### src/qrs_sqrt.sv
// Pipelined integer square root, two radicand bits per stage.
`timescale 1ns / 1ps
`default_nettype none
module qrs_sqrt #(
  parameter int DW = 66,
  parameter int SW = 8
) (
  input  wire logic          clk,
  input  wire logic          rst_n,
  input  wire logic          en,
  input  wire logic          in_v,
  input  wire logic [DW-1:0] in_d,
  input  wire logic [SW-1:0] in_side,
  output logic               out_v,
  output logic [DW/2-1:0]    out_root,
  output logic [SW-1:0]      out_side
);
  localparam int RW  = DW / 2;
  localparam int RMW = RW + 2;

  logic          v_r    [RW];
  logic [RMW-1:0] rem_r  [RW];
  logic [RW-1:0]  root_r [RW];
  logic [DW-1:0]  d_r    [RW];
  logic [SW-1:0]  side_r [RW];

  for (genvar k = 0; k < RW; k++) begin : g_stage
    logic           v_s;
    logic [RMW-1:0] rem_s;
    logic [RW-1:0]  root_s;
    logic [DW-1:0]  d_s;
    logic [SW-1:0]  side_s;
    logic [RMW+1:0] t;
    logic [RMW+1:0] trial;
    logic [RMW-1:0] rem_nxt;
    logic [RW-1:0]  root_nxt;

    if (k == 0) begin : g_src0
      assign v_s = in_v;
      assign rem_s = '0;
      assign root_s = '0;
      assign d_s = in_d;
      assign side_s = in_side;
    end else begin : g_srck
      assign v_s = v_r[k-1];
      assign rem_s = rem_r[k-1];
      assign root_s = root_r[k-1];
      assign d_s = d_r[k-1];
      assign side_s = side_r[k-1];
    end

    always_comb begin
      t = {rem_s, d_s[DW-1:DW-2]};
      trial = {{(RMW-RW){1'b0}}, root_s, 2'b01};
      if (t >= trial) begin
        rem_nxt = RMW'(t - trial);
        root_nxt = {root_s[RW-2:0], 1'b1};
      end else begin
        rem_nxt = RMW'(t);
        root_nxt = {root_s[RW-2:0], 1'b0};
      end
    end

    always_ff @(posedge clk) begin
      if (!rst_n) begin
        v_r[k] <= 1'b0;
      end else if (en) begin
        v_r[k] <= v_s;
      end
      if (en) begin
        rem_r[k] <= rem_nxt;
        root_r[k] <= root_nxt;
        d_r[k] <= {d_s[DW-3:0], 2'b00};
        side_r[k] <= side_s;
      end
    end
  end

  assign out_v = v_r[RW-1];
  assign out_root = root_r[RW-1];
  assign out_side = side_r[RW-1];
endmodule
`default_nettype wire

### config.mk
export PLATFORM = sky130hd
export DESIGN_NAME = qrs_sqrt
export DESIGN_NICKNAME = d
export VERILOG_FILES = /design/src/qrs_sqrt.sv
export SDC_FILE = /design/constraint.sdc
export NUM_CORES = 2
export LEC_CHECK = 0
export BUFFER_PORTS_ARGS = -buffer_cell sky130_fd_sc_hd__buf_2
export CAP_MARGIN = 20
export CELL_PAD_IN_SITES_DETAIL_PLACEMENT = 0
export CELL_PAD_IN_SITES_GLOBAL_PLACEMENT = 1
export CORE_AREA = 5 5 739 741
export CTS_CLUSTER_SIZE = 20
export DETAILED_ROUTE_END_ITERATION = 16
export DIE_AREA = 0 0 744 746
export PLACE_DENSITY = 0.52
export SYNTH_ARGS = -nofsm -noshare
export SYNTH_HDL_FRONTEND = slang
export SYNTH_MEMORY_MAX_BITS = 65536
export SYNTH_SLANG_ARGS = --single-unit
### constraint.sdc
create_clock -name clk -period 9 [get_ports clk]
set_input_delay 1.8 -clock clk [delete_from_list [all_inputs] [get_ports clk]]
set_output_delay 1.8 -clock clk [all_outputs]
set_load 0.01 [all_outputs]
==> run_results.csv <==
group,metric,value,unit
synth,avgSynthCellArea,13.4,sq um
sta,min_period,4.62,ns
critical_path,timing.rr.end,"rem_r[0][1072]",
synth,async_flop_share,0,
cells_and_area,drive_above_1_share,0.0806,
critical_path,reg2reg_slack,4.38,ns
status,outcome,"finished clean",
cells_and_area,final-seq-area,89500,sq um
cts,worstSkewPairLatency,0.98,ns
critical_path,rr_worst_depth,12,
critical_path,r2r-start,"rem_r[0][1015]",
min_path,hold-path-endpoint,"d_r[0][933]",
cells_and_area,area_delta_synth_final,15.9,%
pwr,switching_share,0.280,
critical_path,critPathKind,"reg -> reg",
cells_and_area,nets,11000,
placed_design,place_area,144000,sq um
sta,finalHoldViolCount,0,
critical_path,slowest_stage,"a211oi_1",
synth,yosysTopAreaCell,"edfxtp_1",
pwr,power.static_leakage,57.1,nW
cts,cts_buffer_depth,4,
synth,synth_edf_count,2980,
pwr,p_int,28.7,mW
sta,fin_skew,0.107,ns
sta,slew_headroom,0.198,
critical_path,required,9.72,ns
critical_path,path_cells,"ha_1, o21ai_0, a211oi_1, a221oi_1, a211oi_1, nor2_1, o31a_1, o21ai_0, a31oi_4, buf_4, inv_1, mux2_2",
synth,yosysWarnings,0,
cells_and_area,multi_input_area,41000,sq um
sta,rsz0062_at_grt,"false",
cts,numCtsBuffers,355,
global_route,antenna_found_initial,8,
die,num_rows,270,
route,firstDrtPassIters,7,
placed_design,dp_slack,4.42,ns
global_route,grt_pass1_vias,77500,
pwr,clkPwrFrac,0.354,
pwr,powerDensity,257,nW/um^2
critical_path,worstPathArrival,5.34,ns
cells_and_area,fin_area,155000,sq um
sta,fmax,0.217,GHz
cts,tritoncts,"yes",
die,core-area,539000,sq um
sta,setup_violations,0,
synth,synth_top_area_share,0.668,
synth,synth_nets,10700,
pwr,power.switching,11.2,mW
cts,hold_buffers,0,
die,die_w,744,microns
synth,synth_cells,10000,
synth,ys_seq_area_frac,0.668,
pwr,finalPower,39.9,mW
sta,period_share,0.513,
synth,ys_seq_elements,2981,
route,detail-route-antenna-nets,0,
global_route,grt_max_degree,186,
cts,cts_num_sinks,2981,
route,routed_wl,291,mm
route,wl_per_cell,16.3,microns
route,drc,0,
sta,finalSetupTns,0,ns
placed_design,gp_congestion,0.790,
route,vias,76000,
global_route,grt_util_all_layers,0.102,
synth,synth-main-ff-cell,"edfxtp_1",
cts,post_cts_buffers,0,
route,drtIter0Drc,4503,
min_path,worstHoldStart,"d_r[0][867]",
run,cap_violations,0,
critical_path,cp_max_fo,61,
die,initial_utilization,0.249,
critical_path,end_kind,"flop",
cts,cts_max_level,5,
sta,finalMaxSlewViolations,0,
pwr,p_seq_frac,0.464,
min_path,hp-class,"reg -> reg",
synth,netlist_area,134000,sq um
cells_and_area,fin_util,0.288,
synth,synth.distinct_cells,93,
sta,setup_slack,4.38,ns
die,dieArea,555000,sq um
global_route,grt_pass1_wl,455,mm
pwr,pwr-share-comb,0.182,
global_route,grt-ovfl-total,0,
critical_path,slowest_delay,0.65,ns
die,die_y,746,microns
placed_design,dp_hpwl,207,mm
pwr,peakVddDrop,0.174,mV
critical_path,critPathLaunchType,"flop",
min_path,hold_depth,0,
cells_and_area,n_fill_cell,54900,
sta,worst_slew_pin_slew,1.17,ns
cts,cts.root.buffer_cell,"clkbuf_16",
synth,synth_area_leaders,"edfxtp_1, ha_1, xnor2_1",
placed_design,portBuffers,119,
cts,clkTransAtPathRegs,0.06,ns
die,num_io_pins,120,
cts,cts_resized,0,
route,vias_per_cell,4.26,
metrics by stage:
step	instances	hold WS (ns)
floorplan	10000	0.400
global placement	17200	0.400
detailed placement	17200	0.405
CTS	17900	0.325
global route	17900	0.342
finish	17900	0.335
flip-flops by register name, indices dropped and copies added, names as in the netlist:
register	cells
d_r	1056
rem_r	1067
root_r	561
side_r	264
v_r	33
power by group through the flow:
stage | sequential [mW] | combinational (mW) | clock (mW)
2_1_floorplan | 18.3 | 5.34 | 0
3_3_place_gp | 18.8 | 7.34 | 0
3_5_place_dp | 18.8 | 7.29 | 0
4_1_cts | 18.6 | 7.34 | 14.8
5_1_grt | 18.7 | 8.18 | 15.4
6_report | 18.5 | 7.27 | 14.1
synthesized netlist by cell type (16+ instances only):
cell type     n
xor2_1      432
a21o_1      263
inv_1       764
nor2_1      580
o21ai_0     533
nand4_1     108
and2_1       37
mux2i_1      16
nand3b_1     26
nand2b_1    145
nor4_1      137
nand4b_1     19
a31oi_1      52
nand2_1     651
o21bai_1     50
mux2_2       77
edfxtp_1   2980
xnor2_1     458
or4_1        54
nor2b_1      82
o211ai_1     25
ha_1        596
a21oi_1     627
a211oi_1     47
o21a_1       93
nand3_1     159
or3_1       104
nor3_1      258
and3_1       84
or2_2        46
a211o_1      19
clkbuf_1    164
o31ai_1      50
a21boi_0     22
layer usage:
metal,global-route usage,share of wire,vias up
li1,-,-,37900
met1,0.130,0.44,36700
met2,0.181,0.50,949
met3,0.0157,0.034,458
met4,0.0277,0.027,0
met5,0,0,-
kinds of logic (layout without fill, tap and decap cells):
logic type | after synthesis | count (layout) | synth area share
AO/OA/AOI/OAI | 1937 | 1937 | 0.0882
XOR/XNOR | 890 | 890 | 0.0582
adder cells (fa/ha/maj) | 596 | 596 | 0.0557
buffers and inverters | 950 | 1589 | 0.0268
flip-flops | 2981 | 2981 | 0.668
multiplexers | 94 | 94 | 0.00775
other | 1 | 3 | 0.0000280
AND/OR/NAND/NOR | 2559 | 2559 | 0.0953
worst max path at each step:
stage	to	slack, ns	start
after global routing	rem_r[0][1072]	4.08	root_r[0][957]
final	rem_r[0][1072]	4.38	rem_r[0][1015]
after CTS	rem_r[0][1084]	4.39	rem_r[0][1015]
after global placement	rem_r[0][1072]	4.48	rem_r[0][1015]
after detailed placement	rem_r[0][1072]	4.42	rem_r[0][1015]
after floorplan	rem_r[0][189]	5.39	rem_r[0][150]
cell usage in the layout, fill, tap and decap left out, types with 20 or more instances in the layout:
master and n:
a211oi_1 46, clkinvlp_4 20, nor4_1 136, and2_1 37
bufinv_16 34, a21o_1 263, o211ai_1 25, mux2_2 77
buf_4 45, nand3b_1 26, nand2_1 650, or2_2 46
nand2b_1 144, nor3_1 255, o21bai_1 49, nor2_1 579
nand4_1 108, clkinv_2 52, o21a_1 93, edfxtp_1 2980
o21ai_0 533, clkbuf_1 63, and3_1 83, clkinv_1 75
a21oi_1 626, nor2b_1 82, clkbuf_16 358, a21boi_0 22
o31ai_1 50, xor2_1 432, a31oi_1 49, or4_1 54
xnor2_1 458, inv_1 764, nand3_1 159, or3_1 104
ha_1 596, buf_2 119
cell type report:
| type | instances | share of cell area |
|---|---|---|
| sequential | 2981 | 0.577 |
| multi-input combinational | 6077 | 0.264 |
| clock buffer | 421 | 0.0592 |
| tap | 7208 | 0.0581 |
| inverter | 765 | 0.0185 |
| clock inverter | 220 | 0.0148 |
| timing repair buffer | 183 | 0.00846 |
| antenna | 2 | 0.0000322 |
worst max-delay path, delay by kind of cell (launching register included):
family	cells	cell delay, ns
mux	1	0.34
flops	1	0.38
fa+ha+maj	1	0.36
buf+inv	2	0.49
compound gates	7	2.56
simple gates	1	0.18
(Power assumes the default switching activity.)
